### src/rtl/are_pkg.sv
// ----------------------------------------------------------------------------
// are_pkg
// Types and constants for the adaptive range encoder.
// ----------------------------------------------------------------------------
package are_pkg;

  localparam int unsigned FREQ_W   = 17;
  localparam int unsigned WORD_W   = 32;
  localparam int unsigned MAX_NORM = 4;

  localparam logic [WORD_W-1:0] TOP_LIMIT   = 32'h0001_0000;
  localparam logic [WORD_W-1:0] RANGE_RESET = 32'hffff_ffff;
  localparam logic [7:0]        CARRY_BYTE  = 8'hff;

  localparam logic REQ_ENCODE = 1'b0;
  localparam logic REQ_FLUSH  = 1'b1;

  typedef enum logic [3:0] {
    S_CLR,
    S_IDLE,
    S_RD0,
    S_RD1,
    S_RD2,
    S_DIV,
    S_MUL0,
    S_MUL1,
    S_MUL2,
    S_INC,
    S_CHK,
    S_RSC,
    S_NORM,
    S_FLUSH
  } are_state_t;

endpackage

### src/rtl/are_freq_mem.sv
// ----------------------------------------------------------------------------
// are_freq_mem
// Cumulative frequency store, one write and one registered read per cycle.
// ----------------------------------------------------------------------------
module are_freq_mem
  import are_pkg::*;
#(
  parameter int unsigned DEPTH = 257,
  parameter int unsigned AW    = 9
) (
  input  logic              clk,
  input  logic              we,
  input  logic [AW-1:0]     waddr,
  input  logic [FREQ_W-1:0] wdata,
  input  logic [AW-1:0]     raddr,
  output logic [FREQ_W-1:0] rdata
);

  logic [FREQ_W-1:0] mem [DEPTH];
  logic [FREQ_W-1:0] rdata_r;

  always_ff @(posedge clk) begin
    if (we) begin
      mem[waddr] <= wdata;
    end
    rdata_r <= mem[raddr];
  end

  assign rdata = rdata_r;

endmodule

### config.mk
export PLATFORM = sky130hd
export DESIGN_NAME = are_freq_mem
export DESIGN_NICKNAME = d
export VERILOG_FILES = /design/src/rtl/are_pkg.sv /design/src/rtl/are_freq_mem.sv
export SDC_FILE = /design/constraint.sdc
export NUM_CORES = 2
export LEC_CHECK = 0
export BUFFER_PORTS_ARGS = -buffer_cell sky130_fd_sc_hd__buf_2
export CAP_MARGIN = 40
export CELL_PAD_IN_SITES_DETAIL_PLACEMENT = 1
export CELL_PAD_IN_SITES_GLOBAL_PLACEMENT = 2
export CORE_ASPECT_RATIO = 1.1
export CORE_MARGIN = 2
export CORE_UTILIZATION = 51
export DETAILED_ROUTE_END_ITERATION = 10
export PLACE_DENSITY_LB_ADDON = 0.08
export SYNTH_ARGS = -nofsm -noshare
export SYNTH_HDL_FRONTEND = slang
export SYNTH_MEMORY_MAX_BITS = 65536
export SYNTH_SLANG_ARGS = --single-unit
export TNS_END_PERCENT = 50
### constraint.sdc
create_clock -name clk -period 4.5 [get_ports clk]
set_input_delay 0.9 -clock clk [delete_from_list [all_inputs] [get_ports clk]]
set_output_delay 0.9 -clock clk [all_outputs]
set_load 0.03 [all_outputs]
=== Word level (Yosys, flattened, before mapping) ===
Memory sizes are Yosys's and may differ from the RTL's. A register that Yosys moved wholly into a read port is not among the register bits.
Cells that the tools add are included.

* Bits in registers: 0
* Bits in writable memories: 4369
* Output and inout port bits: 17
* Memories: 1

{| class="wikitable"
|+ Memory list
! name !! depth !! bits a word !! rd ports !! clocked after memory_dff !! wr ports !! RTL line !! text
|-
| mem || 257 || 17 || 1 || 1 || 1 || are_freq_mem.sv:19 || <nowiki>logic [FREQ_W-1:0] mem [DEPTH];</nowiki>
|}

* Mux-type cells: 2

{| class="wikitable"
|+ Operators by type and width
! cell !! count
|-
| $mux 1 || 2
|}

=== Logic depth before layout (Yosys ltp) ===
* Depth in word-level cells: 2
* Depth in mapped cells: 14
* Depth with buffers taken out: 7

=== Least setup slack after synthesis ===
OpenSTA, ideal clock, no wires.

* Path type: input-to-reg
* Start point: input waddr[2]
* End point: memory mem[256][0], enable pin
* Data arrival time: 3447 ps
* Path slack: 612 ps
* Stages: 3
* Path buffers: 0
* Path through: nor3b_1 > nand3_1 > nor4b_1

{| class="wikitable"
|+ RTL lines
! what !! RTL line !! text
|-
| start, declared || are_freq_mem.sv:13 || <nowiki>input logic [AW-1:0] waddr,</nowiki>
|-
| end, declared || are_freq_mem.sv:19 ||
|}

Straight into the memory's write port.

==> reports/results.tsv <==
metric	value	unit
cap_viol_max_count	0	
required	5.35	ns
relSlewSlack	0.1235	
syn_avg_cell_area	21.99	µm²
wl	503000	µm
clock-sinks	4386	
grt_setup_unrepaired	false	
h-tree-depth	5	
period_needed	3.758	ns
postCtsSetupRepairBufs	0	
path_class	in -> reg	
place_congestion	0.8630	
finalSetupViolations	0	
cts_tree	yes	
numCtsBuffers	436	
yosys_warnings	0	
final_common_cell	edfxtp_1	
setup_tns	0	ns
grt_pass1_wl	702800	µm
die_area	334300	µm²
placed_area	179300	µm²
finalMaxSlewViolations	0	
cts_resized	0	
track_usage	0.3023	
cp-end-kind	flop	
synthDistinctLibCells	64	
grt_overflow_total	0	
finalWorstSetupSlack	0.7418	ns
worstPathArrival	4.60	ns
grt_antenna_before_repair	33	
worstMarginPinSlew	1.315	ns
clock_path_buffers	4	
finalHoldViolations	0	
synth_edf_count	4369	
cp-start-kind	input port	
coreArea	328800	µm²
grt_max_degree	144	
hp-class	in -> reg	
peakVddDrop	0.4071	mV
async_flop_share	0	
clock_skew	0.04507	ns
chipWidth	551.5	µm
synthToLayoutAreaGrowth	14.93	%
ant_nets	0	
wl_per_cell	38.24	µm
synthTopCellsByArea	edfxtp_1, mux4_2, mux2i_1	
fmax	0.2661	GHz
synth_area_leader_cell	edfxtp_1	
nets	8462	
cellLeakagePower	0.06144	µW
crit_path_max_fanout	28	
rows	221	
root_buffer	clkbuf_16	
synth_cells	7645	
ios	54	
die_h	606.2	µm
power.density	442.9	nW/µm²
drive_gt1_frac	0.2959	
synth_seq_cells	4386	
mostFrequentLayoutCells	edfxtp_1, mux4_2, buf_4	
hpwl	310000	µm
ys_seq_area_frac	0.7822	
finish.utilization	0.5878	
synth_nets	7682	
clock_latency	0.98	ns
synth_flop_cell	edfxtp_1	
final_area	193300	µm²
post-place-cells	12330	
viasPerCell	6.501	
period_share	0.8352	
first_global_vias	87570	
first_pass_iters	6	
start_util	0.5114	
synth_top_area_frac	0.7802	
status	complete, no violations	
drcViolationCount	0	
clkTransAtPathRegs	0.06	ns
synth_area	168200	µm²
instances_no_fill	13150	
cts_hold_buf	0	
io_buffers	53	
num_vias	85510	
fillers	26980	
drt_iter0_markers	11140	
pre_cts_ws	-0.3100	ns
## per-layer routing
layer  global-route usage  wire [µm]  share of wire  vias up
met2               0.4924     248000           0.49     3746
met1               0.4240     200100           0.40    47080
li1                     -          -              -    34000
met3              0.04151      36260          0.072      673
met4               0.1025      18610          0.037       12
met5                    0         78        0.00016        -
## path summary, 6_finish.rpt
| path | start | endpoint | slack, ns | depth (start not counted) |
|---|---|---|---|---|
| max reg2reg | mem[229][12]$_DFFE_PP_ | rdata[12]$_DFF_P_ | 1.17 | 12 |
| max | raddr[1] | rdata[8]$_DFF_P_ | 0.74 | 10 |
| min reg2reg | mem[256][15]$_DFFE_PP_ | rdata[15]$_DFF_P_ | 0.45 | 2 |
| min | wdata[5] | mem[69][5]$_DFFE_PP_ | 0.37 | 1 |
## synthesized netlist by cell type, types with 6 or more instances
cell      count
edfxtp_1   4369
mux4_2      956
mux2i_1     400
nor2_1      315
clkbuf_1    205
a22oi_1     176
nand2_1     157
a21oi_1     103
buf_2        87
buf_4        83
o211ai_1     81
o221ai_1     65
o22ai_1      53
a22o_1       52
nand3_1      51
o21ai_0      48
buf_6        45
buf_1        39
a211oi_1     38
a31oi_1      31
nor2b_1      31
a311oi_1     28
nor3_1       27
a221oi_1     18
dfxtp_1      17
nand4_1      16
and2_1       14
nand2b_1     13
a41oi_1      12
mux2_2       10
and3_1        7
o41ai_1       6
## state kept, by name, indices dropped and copies added (netlist names)
name   cells
mem     4369
rdata     17
## per-stage QoR
stage	power [µW]	hold WS (ns)
floorplan	47970	0.4162
global placement	50400	0.4304
detailed placement	50510	0.4376
CTS	86030	0.3080
global route	87550	0.3611
finish	85580	0.3715
## layout make-up
| class | count | area (µm²) | share of cell area |
|---|---|---|---|
| flip-flops and latches | 4386 | 131500 | 0.6806 |
| multi-input cells | 2792 | 34730 | 0.1797 |
| clock buffers | 554 | 11650 | 0.06031 |
| repair buffers | 801 | 7574 | 0.03919 |
| well taps | 4348 | 5440 | 0.02815 |
| clock inverters | 246 | 2230 | 0.01154 |
| diodes | 19 | 47.55 | 0.0002460 |
| inverters | 8 | 42.54 | 0.0002201 |
## where the power goes
| group | switching, µW | internal [µW] | total [µW] |
|---|---|---|---|
| sequential | 69.4 | 45000 | 45000 |
| combinational | 3010 | 1590 | 4600 |
| clock | 15600 | 20400 | 35900 |
## critical path, cell delays in order
cell and delay (ns):
buf_8 0.47, buf_12 0.28, buf_4 0.32, mux4_2 0.35, a22o_1 0.24, nor2_1 0.54
a31oi_1 0.31, nor3_1 0.62, a21o_1 0.35, a31oi_1 0.13
## logic make-up (layout without fill, tap and decap cells)
group | after synthesis | in the layout | share of synthesized area
other | 0 | 19 | 0
buffers and inverters | 467 | 1609 | 0.01493
and+or+nand+nor | 662 | 662 | 0.01721
muxes | 1366 | 1366 | 0.1525
DFF | 4386 | 4386 | 0.7822
AOI/OAI and AO/OA | 764 | 764 | 0.03308
(Power assumes the default switching activity.)
