`config.mk`:
```
export PLATFORM = sky130hd
export DESIGN_NAME = are_div
export DESIGN_NICKNAME = d
export VERILOG_FILES = /design/src/rtl/are_pkg.sv /design/src/rtl/are_div.sv
export SDC_FILE = /design/constraint.sdc
export NUM_CORES = 1
export LEC_CHECK = 0
export ABC_AREA = 1
export BUFFER_PORTS_ARGS = -buffer_cell sky130_fd_sc_hd__buf_2
export CAP_MARGIN = 30
export CORE_MARGIN = 2
export CORE_UTILIZATION = 45
export CTS_CLUSTER_SIZE = 8
export DETAILED_ROUTE_END_ITERATION = 12
export PLACE_DENSITY = 0.7
export SLEW_MARGIN = 20
export SYNTH_ARGS = -nofsm -noshare
export SYNTH_HDL_FRONTEND = slang
export SYNTH_SLANG_ARGS = --single-unit
```
`constraint.sdc`:
```
create_clock -name clk -period 2.64 [get_ports clk]
set_input_delay 0.792 -clock clk [delete_from_list [all_inputs] [get_ports clk]]
set_output_delay 0.792 -clock clk [all_outputs]
set_load 0.01 [all_outputs]
```
`src/rtl/are_pkg.sv`:
```
// ----------------------------------------------------------------------------
// are_pkg
// Types and constants for the adaptive range encoder.
// ----------------------------------------------------------------------------
package are_pkg;

  localparam int unsigned FREQ_W   = 17;
  localparam int unsigned WORD_W   = 32;
  localparam int unsigned MAX_NORM = 4;

  localparam logic [WORD_W-1:0] TOP_LIMIT   = 32'h0001_0000;
  localparam logic [WORD_W-1:0] RANGE_RESET = 32'hffff_ffff;
  localparam logic [7:0]        CARRY_BYTE  = 8'hff;

  localparam logic REQ_ENCODE = 1'b0;
  localparam logic REQ_FLUSH  = 1'b1;

  typedef enum logic [3:0] {
    S_CLR,
    S_IDLE,
    S_RD0,
    S_RD1,
    S_RD2,
    S_DIV,
    S_MUL0,
    S_MUL1,
    S_MUL2,
    S_INC,
    S_CHK,
    S_RSC,
    S_NORM,
    S_FLUSH
  } are_state_t;

endpackage

```
`src/rtl/are_div.sv`:
```
// ----------------------------------------------------------------------------
// are_div
// Restoring divider, one quotient bit per cycle.
// ----------------------------------------------------------------------------
module are_div
  import are_pkg::*;
(
  input  logic              clk,
  input  logic              rst_n,
  input  logic              start,
  input  logic [WORD_W-1:0] dividend,
  input  logic [FREQ_W-1:0] divisor,
  output logic              done,
  output logic [WORD_W-1:0] quotient
);

  logic [WORD_W-1:0] dvd_r;
  logic [FREQ_W-1:0] dsr_r;
  logic [FREQ_W-1:0] rem_r;
  logic [4:0]        cnt_r;
  logic              busy_r;
  logic              done_r;
  logic [FREQ_W:0]   sh;
  logic              qbit;
  logic [FREQ_W:0]   diff;

  always_comb begin
    sh   = {rem_r, dvd_r[WORD_W-1]};
    diff = sh - {1'b0, dsr_r};
    qbit = (sh >= {1'b0, dsr_r});
  end

  always_ff @(posedge clk) begin
    if (!rst_n) begin
      busy_r <= 1'b0;
      done_r <= 1'b0;
      cnt_r  <= '0;
    end else begin
      done_r <= 1'b0;
      if (start) begin
        busy_r <= 1'b1;
        cnt_r  <= '0;
        dvd_r  <= dividend;
        dsr_r  <= divisor;
        rem_r  <= '0;
      end else if (busy_r) begin
        rem_r <= qbit ? diff[FREQ_W-1:0] : sh[FREQ_W-1:0];
        dvd_r <= {dvd_r[WORD_W-2:0], qbit};
        cnt_r <= cnt_r + 5'd1;
        if (cnt_r == 5'd31) begin
          busy_r <= 1'b0;
          done_r <= 1'b1;
        end
      end
    end
  end

  assign done     = done_r;
  assign quotient = dvd_r;

endmodule

```
# Word level (Yosys, flattened, before mapping)

Cells that the tools add are included.

Add/sub/neg operators: 2
Order comparisons: 1
Eq/ne operators: 1
Muxes and demuxes: 8
Bitwise gates (word level): 2
Reductions and logical operators: 5

Operators with widths:

| cell                                                           | number |
|---|---|
| 32-bit 2-to-1 mux                                              | 2 |
| 17-bit 2-to-1 mux                                              | 2 |
| 18-bit by 17-bit greater-or-equal comparator with 1-bit output | 1 |
| 17-bit subtractor                                              | 1 |
| 5-bit by 1-bit adder with 5-bit output (second input constant) | 1 |
| 5-bit == test (second input constant)                          | 1 |
| 1-bit 2-to-1 mux                                               | 4 |
| 2-bit AND reduction                                            | 2 |
| 3-bit OR reduction                                             | 1 |
| 1-bit inverter                                                 | 2 |
| 2-bit nonzero test                                             | 1 |
| 2-bit OR reduction                                             | 1 |

Register bits after elaboration: 73
Input port bits: 52
Output and inout port bits: 33
Word-level logic and storage cells: 25

# Longest topological paths before layout

Gate-level depths: netlist of run 1.

Depth in word-level cells: 4
Gate-level depth with buffers: 14
Mapped depth without buffers: 14

# Worst setup path before layout of run 1

OpenSTA, ideal clock, no wires.

Kind: in2reg
Start point: in start
End point: reg dvd_r[0], in the netlist quotient[0] (enable)
Library setup time: 0.408 ns
Arrival: 2.149 ns
Data required time: 2.232 ns
Slack: 0.083 ns
Cell stages on the path: 3
Path buffers: 1
Cells stage by stage: clkbuf_1 nand2_1 nand2_1

Word-level cells in the longest chain between the ends: 2

Ends and longest elaborated chain:

| element                       | line          | RTL |
|---|---|---|
| start: declaration            | are_div.sv:10 | `input logic start,` |
| 2-bit nonzero test (no line)  | n/a           |  |
| 2-bit AND reduction (no line) | n/a           |  |
| end signal: assignment        | are_div.sv:43 | `dvd_r <= dividend;` |
| end signal: assignment        | are_div.sv:48 | `dvd_r <= {dvd_r[WORD_W-2:0], qbit};` |
| end: declaration              | are_div.sv:17 | `logic [WORD_W-1:0] dvd_r;` |

No other way between the ends.
A chain may end at the register's enable or synchronous reset.

# Worst setup path in the final report of run 1

Start point: reg dvd_r[31], in the netlist quotient[31]
End point: reg rem_r[13] (data pin)

Word-level cells in the longest chain between the ends: 3
Elaborated cells on any way between the ends: 4
Those cells by class: 1 x add/sub; 1 x order compare; 2 x mux

Ends and longest elaborated chain:

| element                                                                                                    | line                         | RTL |
|---|---|---|
| 17-bit subtractor / 18-bit by 17-bit greater-or-equal comparator with 1-bit output (equally long branches) | are_div.sv:29, are_div.sv:30 |  |
| 17-bit 2-to-1 mux (*)                                                                                      | are_div.sv:47                | `rem_r <= qbit ? diff[FREQ_W-1:0] : sh[FREQ_W-1:0];` |
| 17-bit 2-to-1 mux (*)                                                                                      | are_div.sv:46                | `end else if (busy_r) begin` |
| end signal: assignment                                                                                     | are_div.sv:47                |  |
| end: declaration                                                                                           | are_div.sv:19                | `logic [FREQ_W-1:0] rem_r;` |

Every way passes the cells marked *; elsewhere a longest branch is shown, timed or not. The select of a mux whose other input is x is not followed.

==> metrics.csv, run 1 <==
metric,value,unit
synthesis.nets,575,
status,completed,
slowest_stage,fa_1,
finalSetupViolCount,0,
worstReg2RegStart,quotient[31],
p_total,3.36,mW
grt_use_met3,5.41,%
grt_pass1_wl,15.6,mm
port_buffers,84,
clockRootBuffer,clkbuf_8,
post_cts_buffers,0,
crit_chain,inv_1 > ha_1 > inv_1 > fa_1 > nand3_1 > nand3_2 > nand2_1 > nand2_4 > nand2_1 > nand2_1 > nand2_1 > inv_1,
num_vias,3455,
num_antenna_cells,0,
synthArstFlopShare,0,%
ant_nets,0,
crit_end,rem_r[13],
hp-class,flop to flop,
dpl.hpwl,6.87,mm
antenna_found_initial,0,
use_met2,30.7,%
path_clk_slew,80,ps
cp_common_cell,nand2_1,
path_max_fanout,21,
yosysSeqAreaShare,50.7,%
stdcell_area,4960,µm²
peakVddDrop,0.318,mV
critPathKind,flop to flop,
die_h,100,µm
globalRouteOverflowTotal,0,
finClkSkew,8.67,ps
dpl_cell_area,4740,µm²
yosysMostFrequentCell,nand2_1,
met1_usage,26.2,%
ys_types,31,
fmax,417,MHz
slew_headroom,59.4,%
busiest_layer,met2,
cts_hold_buf,0,
clock-sinks,73,
post_cts_resized,0,
nFillCells,845,
worstReg2RegEnd,rem_r[13],
synth_common_cells,"nand2_1, inv_1, edfxtp_1",
die_area,10100,µm²
gp_congestion,0.873,
areaGrowthSynthToFinish,18.5,%
maxSlewViolCount,0,
drt_iter0_drc,192,
max_stage_delay,440,ps
die_w,100,µm
timing.final.crit_share,90.9,%
r2r_slack,240,ps
cts_tree,done,
drive_gt1_share,22.5,%
initial_utilization,45.8,%
routed_wl,9.24,mm
synth_warnings,0,
synth_top_area_share,47.3,%
synth_area_leaders,"edfxtp_1, nand2_1, inv_1, ha_1, nor2_1",
path_depth,12,
setup.worst_path.start,quotient[31],
critPathCaptureType,flop,
vias_per_cell,4.86,
worstMarginPinSlew,608,ps
post-place-cells,695,
final-hold-violation-count,0,
path_buf_inv,3,
cap_viol_max_count,0,
fp.coreArea,9150,µm²
htreeDepth,3,
drc,0,
synth-main-ff-cell,edfxtp_1,
grt_max_degree,43,
avgSynthCellArea,8.33,µm²
leakagePower,2.53,nW
crit_family,simple AND/OR/NAND/NOR gates,
rows,35,
worstSkewPairLatency,350,ps
cp.arrival,2520,ps
layoutNonFillerInstCount,711,
cts_made_buffers,9,
clk_path_buf_depth,2,
grt_usage,19.8,%
power_density,676,nW/µm²
rsz0062_at_grt,no,
firstDrtPassIters,4,
yosysTopAreaCell,edfxtp_1,
syn_area,4190,µm²
first_global_vias,3383,
reg2reg_depth,12,
synth-edff-count,66,
min_period,2400,ps
routedWlPerCell,13.0,µm
critPathLaunchType,flop,
final.setup.tns,0,ps
required,2760,ps
io-pin-count,85,
ys_ff_latch,73,
fin_nets,667,
synthCells,503,
-- logic make-up (layout without fill, tap and decap cells) --
logic type / Yosys count / after routing / share of synthesized area, %
simple gates: 289 / 289 / 28.5
buf+inv: 84 / 181 / 8.45
flops: 73 / 73 / 50.7
compound gates: 29 / 29 / 4.54
fa+ha+maj: 20 / 20 / 6.15
xor+xnor: 8 / 8 / 1.67
-- layout by cell type (no fill, tap or decap), types with 9 or more instances in the layout --
cell type	instances
clkbuf_8	9
nor2_1	44
nand3_1	13
ha_1	19
inv_1	72
buf_2	84
o21ai_2	11
a21oi_1	14
edfxtp_1	66
nand2_1	203
-- area by class of cell --
cell class                 count  area (µm²)  share of cell area [%]
timing repair buffer          92         493                    9.93
multi-input combinational    346        1720                    34.6
inverter                      73         274                    5.52
sequential                    73        2120                    42.8
clock inverter                 6        91.3                    1.84
clock buffer                  10         128                    2.57
tap                          111         139                    2.80
-- metal layers --
metal / up-vias / wire, µm
li1: 1767 / -
met1: 1559 / 4180
met2: 108 / 4220
met3: 21 / 614
met4: 0 / 221
met5: - / 0
-- tightest hold or removal path: stages, from the launching register on --
cell and delay (ps):
dfxtp_1 320, nand2_1 60, a21oi_1 50
-- sequential cells by signal, summed over array words and instances (netlist names) --
signal	count
done	1
cnt_r	5
quotient	32
rem_r	17
dsr_r	17
busy_r	1
-- metrics by stage --
| stage | worst slack [ps] | hold WS, ps | util (%) |
|---|---|---|---|
| final | 239 | 481 | 54.2 |
| after detailed placement | 262 | 475 | 51.8 |
| after global placement | 341 | 457 | 51.8 |
| after floorplan | 83.4 | 444 | - |
| after CTS | 239 | 485 | 54.2 |
| after global routing | 73.1 | 500 | 54.2 |
-- power breakdown --
group          internal [mW]  total (mW)  switching, mW
logic                  0.329       0.902          0.573
registers               1.40        1.46         0.0600
clock network          0.538       0.990          0.452
-- worst min-delay path by stage --
| stage | start | slack (ps) | to | depth (start not counted) |
|---|---|---|---|---|
| 2_1_floorplan | cnt_r[4] | 440 | cnt_r[4] | 2 |
| 3_3_place_gp | cnt_r[4] | 460 | cnt_r[4] | 2 |
| 3_5_place_dp | cnt_r[4] | 470 | cnt_r[4] | 2 |
| 4_1_cts | cnt_r[4] | 490 | cnt_r[4] | 2 |
| 5_1_grt | cnt_r[4] | 500 | cnt_r[4] | 2 |
| 6_report | cnt_r[4] | 480 | cnt_r[4] | 2 |
No activity file was read; power rests on OpenSTA's default activity.
==> run 2, diff against run 1 <==
==> constraint.sdc (replaced) <==
create_clock -name clk -period 2.64 [get_ports clk]
set_input_delay 0.132 -clock clk [delete_from_list [all_inputs] [get_ports clk]]
set_output_delay 0.132 -clock clk [all_outputs]
set_load 0.05 [all_outputs]
==> run 2 against run 1 <==
Against the previous run:
- maximum frequency shrank 1.2%
- critical path type unchanged
- largest cell class unchanged
- worst hold slack lost 440 ps
- critical endpoint is now rem_r[15]
- cell area grew 2.1%
- largest power group unchanged
==> metrics.csv, run 2 (same netlist as run 1, synthesis figures left out) <==
metric,value,unit
final_common_cell,nand2_1,
setup.worst_path.start,quotient[31],
areaGrowthSynthToFinish,20.9,%
clock-sinks,73,
cp_common_cell,nand2_1,
worstReg2RegStart,quotient[31],
finalHoldWorstSlack,45.4,ps
nFillCells,849,
worstMarginPinSlew,775,ps
fp.coreArea,9150,µm²
firstDrtPassIters,4,
busiest_layer,met2,
crit_chain,inv_1 > ha_1 > inv_1 > fa_1 > nand3_1 > nand3_2 > nand2_1 > nand2_4 > nand2_1 > nand2_1 > nand2_1 > inv_1,
finalSetupViolCount,0,
worstHoldStart,dividend[7],
worstSkewPairLatency,350,ps
use_met2,32.2,%
cts_made_buffers,9,
whs_endpoint,quotient[7],
rows,35,
drc,0,
grt_use_met3,5.41,%
post_cts_resized,0,
antenna_found_initial,0,
vias_per_cell,4.86,
hp-class,input pin to flop,
final.setup.tns,0,ps
grt_max_degree,32,
final_cell_mix,"nand2_1, buf_2, inv_1, edfxtp_1, nor2_1",
cap_viol_max_count,0,
drive_gt1_share,21.5,%
die_area,10100,µm²
timing.final.crit_share,92.0,%
num_vias,3518,
finClkSkew,15.5,ps
gp_congestion,0.858,
globalRouteOverflowTotal,0,
critPathKind,flop to flop,
drt_iter0_drc,127,
largest_reg_flops,32,
clockRootBuffer,clkbuf_8,
grt_pass1_wl,15.8,mm
critPathCaptureType,flop,
path_max_fanout,23,
htreeDepth,3,
cp.arrival,2540,ps
max_stage_delay,440,ps
power_density,658,nW/µm²
io-pin-count,85,
routedWlPerCell,12.7,µm
die_w,100,µm
maxSlewViolCount,0,
peakVddDrop,0.341,mV
min_period,2430,ps
num_antenna_cells,0,
reg2reg_depth,12,
leakagePower,2.57,nW
clk_path_buf_depth,2,
fmax,412,MHz
status,completed,
rsz0062_at_grt,no,
r2r_slack,210,ps
met1_usage,25.5,%
first_global_vias,3541,
worstReg2RegEnd,rem_r[15],
grt_usage,19.9,%
critPathLaunchType,flop,
required,2750,ps
final-hold-violation-count,0,
slew_headroom,48.3,%
dpl.hpwl,6.72,mm
initial_utilization,45.8,%
ant_nets,0,
cts_tree,done,
routed_wl,9.23,mm
port_buffers,84,
die_h,100,µm
holdPathStages,3,
path_clk_slew,90,ps
fin_nets,680,
slowest_stage,fa_1,
## run 2: cell count changes in the layout (fill, tap and decap cells not counted), sizes merged
| cell | delta |
|---|---|
| dlygate4sd3 | +17 |
| buf | -4 |
| inv | +4 |
| bufinv | -2 |
| clkinv | -2 |
## run 2: how the worst max path moves through the flow
stage | slack (ps) | cells after the start | to
after CTS | 210 | 12 | rem_r[15]
after detailed placement | 230 | 12 | rem_r[11]
after global routing | 9 | 12 | rem_r[15]
after floorplan | 390 | 11 | rem_r[3]
after global placement | 250 | 12 | rem_r[11]
final | 210 | 12 | rem_r[15]
## run 2: routing by layer
metal  routed length [µm]  vias to the layer above
met1                 4160                     1598
met5                    0                        -
met2                 4340                       98
met3                  511                       20
met4                  211                        0
li1                     -                     1802
## run 2: what timing repair did
| item | CTS | global route |
|---|---|---|
| endpoints found under the hold margin | 17 | 0 |
| buffers inserted | 0 | 0 |
| setup endpoints to repair | 0 | 0 |
| hold buffers | 17 | 0 |
## run 2: power by group
group	internal (mW)	total (mW)	switching (mW)
Combinational	0.340	1.04	0.697
Sequential	1.40	1.46	0.0594
Clock	0.377	0.832	0.455
## run 2: final cells by class
| class | instances | area, µm² | share of cell area [%] |
|---|---|---|---|
| Sequential cell | 73 | 2120 | 41.9 |
| Multi-Input combinational cell | 346 | 1720 | 33.9 |
| Timing Repair Buffer | 105 | 633 | 12.5 |
| Inverter | 73 | 274 | 5.41 |
| Tap cell | 111 | 139 | 2.74 |
| Clock buffer | 10 | 138 | 2.72 |
| Clock inverter | 6 | 45.0 | 0.889 |
## run 2: worst max-delay path, delay by kind of cell (launching register included)
family	cells	cell delay (ps)
simple gates	7	990
fa+ha+maj	2	580
buf+inv	3	180
flops	1	430
## run 2: per-stage QoR
stage	total power [mW]	setup WS [ps]	instance area, µm²	utilization (%)	std cells
floorplan	2.28	387	4190	-	503
global placement	2.48	254	4710	51.5	691
detailed placement	2.50	225	4710	51.5	691
CTS	3.36	212	5070	55.4	724
global route	3.54	8.99	5070	55.4	724
finish	3.33	211	5070	55.4	724
==> run 3, diff against run 2 <==
--- a/config.mk
+++ b/config.mk
@@ -12,6 +12,8 @@
 export CORE_UTILIZATION = 45
 export CTS_CLUSTER_SIZE = 8
 export DETAILED_ROUTE_END_ITERATION = 12
+export GPL_TIMING_DRIVEN = 0
+export HOLD_SLACK_MARGIN = 0.05
 export PLACE_DENSITY = 0.7
 export SLEW_MARGIN = 20
 export SYNTH_ARGS = -nofsm -noshare
==> run 3 against run 2 <==
Against the previous run:
- power grew 0.17%
- maximum frequency up 7.8%
- clock skew decreased by 5.6 ps
- critical path type unchanged
- largest cell class unchanged
- combinational power rose by 4%
- critical endpoint is now rem_r[13]
==> metrics.csv, run 3 (same netlist as run 1, synthesis figures left out) <==
metric,value,unit
fmax,444,MHz
layoutNonFillerInstCount,750,
peakVddDrop,0.386,mV
final.setup.tns,0,ps
first_global_vias,3713,
required,2750,ps
path_clk_slew,80,ps
min_period,2250,ps
hp-class,input pin to flop,
slowest_stage,fa_1,
worst_slack,387,ps
timing.final.crit_share,85.4,%
grt_usage,20.4,%
cts_tree,done,
globalRouteOverflowTotal,0,
routedWlPerCell,13.0,µm
clock-sinks,73,
areaGrowthSynthToFinish,26.4,%
crit_chain,inv_1 > ha_1 > inv_1 > fa_1 > nand3_1 > nand3_2 > nand2_1 > nand2_4 > nand2_1 > nand2_1 > nand2_1 > inv_1,
cp.arrival,2370,ps
drive_gt1_share,20.2,%
path_max_fanout,5,
routed_wl,9.73,mm
post_cts_resized,0,
gp_congestion,0.887,
pre_cts_slack,365,ps
rows,35,
crit_family,simple AND/OR/NAND/NOR gates,
finalSetupViolCount,0,
die_h,100,µm
worstSkewPairLatency,350,ps
grt_pass1_wl,16.2,mm
port_buffers,83,
final_common_cell,nand2_1,
rsz0062_at_grt,no,
vias_per_cell,4.88,
drt_iter0_drc,178,
path_buf_inv,3,
worstMarginPinSlew,774,ps
status,completed,
finalHoldWorstSlack,66.2,ps
dpl.hpwl,6.88,mm
ant_nets,0,
finClkSkew,9.82,ps
htreeDepth,3,
final_cell_mix,"nand2_1, buf_2, inv_1, edfxtp_1, nor2_1",
grt_max_degree,50,
fin_nets,706,
antenna_found_initial,0,
initial_utilization,45.8,%
max_stage_delay,450,ps
firstDrtPassIters,4,
clockRootBuffer,clkbuf_8,
die_area,10100,µm²
fin_util,57.9,%
maxSlewViolCount,0,
critPathLaunchType,flop,
critPathKind,flop to flop,
critPathCaptureType,flop,
largest_reg_flops,32,
drc,0,
num_antenna_cells,0,
slew_headroom,48.3,%
clk_path_buf_depth,2,
power_density,630,nW/µm²
num_vias,3657,
die_w,100,µm
nFillCells,823,
final-hold-violation-count,0,
cts_made_buffers,9,
leakagePower,2.64,nW
cap_viol_max_count,0,
post-place-cells,697,
post_cts_buffers,0,
cp_common_cell,nand2_1,
io-pin-count,85,
fp.coreArea,9150,µm²
run 3: cell types whose count changed in the layout (fill, tap and decap cells not counted), sizes merged:
cell / previous run / this run
clkbuf: 10 / 19
inv: 78 / 74
dlygate4sd3: 17 / 37
buf: 88 / 87
clkinvlp: 0 / 2
run 3: worst paths after layout:
kind / startpoint / end / slack, ps / depth (start not counted)
max reg2reg: quotient[31] / rem_r[13] / 390 / 12
min reg2reg: cnt_r[4] / cnt_r[4] / 500 / 2
max: quotient[31] / rem_r[13] / 390 / 12
min: dividend[25] / quotient[25] / 70 / 3
run 3: power breakdown:
part	leakage, nW	switching [mW]	internal (mW)
combinational	1.86	0.706	0.378
clock	0.0830	0.420	0.369
sequential	0.697	0.0602	1.41
total	2.64	1.19	2.15
run 3: layout make-up:
cell class              count  area, µm²  area share (%)
repair buffers            120        786            14.8
multi-input cells         346       1720            32.5
well taps                 111        139            2.62
inverters                  73        274            5.17
plain buffers              11       80.1            1.51
clock inverters             4       28.8           0.543
clock buffers              12        145            2.74
flip-flops and latches     73       2120            40.1
run 3: per-stage QoR:
| stage | area (µm²) | total power [mW] |
|---|---|---|
| floorplan | 4190 | 2.28 |
| global placement | 4740 | 2.51 |
| detailed placement | 4750 | 2.53 |
| CTS | 5300 | 3.36 |
| global route | 5300 | 3.55 |
| finish | 5300 | 3.34 |
run 3: worst register-to-register path, cell delays in order (launching register included):
cell and delay (ps):
edfxtp_1 430, inv_1 90, ha_1 140, inv_1 80
fa_1 450, nand3_1 130, nand3_2 110, nand2_1 120
nand2_4 90, nand2_1 210, nand2_1 80, nand2_1 70
inv_1 40
run 3: routing by layer:
layer	GRT usage, %	wire (µm)	vias to the layer above
met5	0	0	-
met4	8.11	128	0
met3	5.76	549	12
met2	35.0	4820	107
met1	24.3	4230	1689
li1	-	-	1849
run 3: repair_timing:
| action | 4_1_cts | 5_1_grt |
|---|---|---|
| setup endpoints to repair | 0 | 0 |
| hold buffers | 37 | 0 |
| hold endpoints to repair | 37 | 0 |
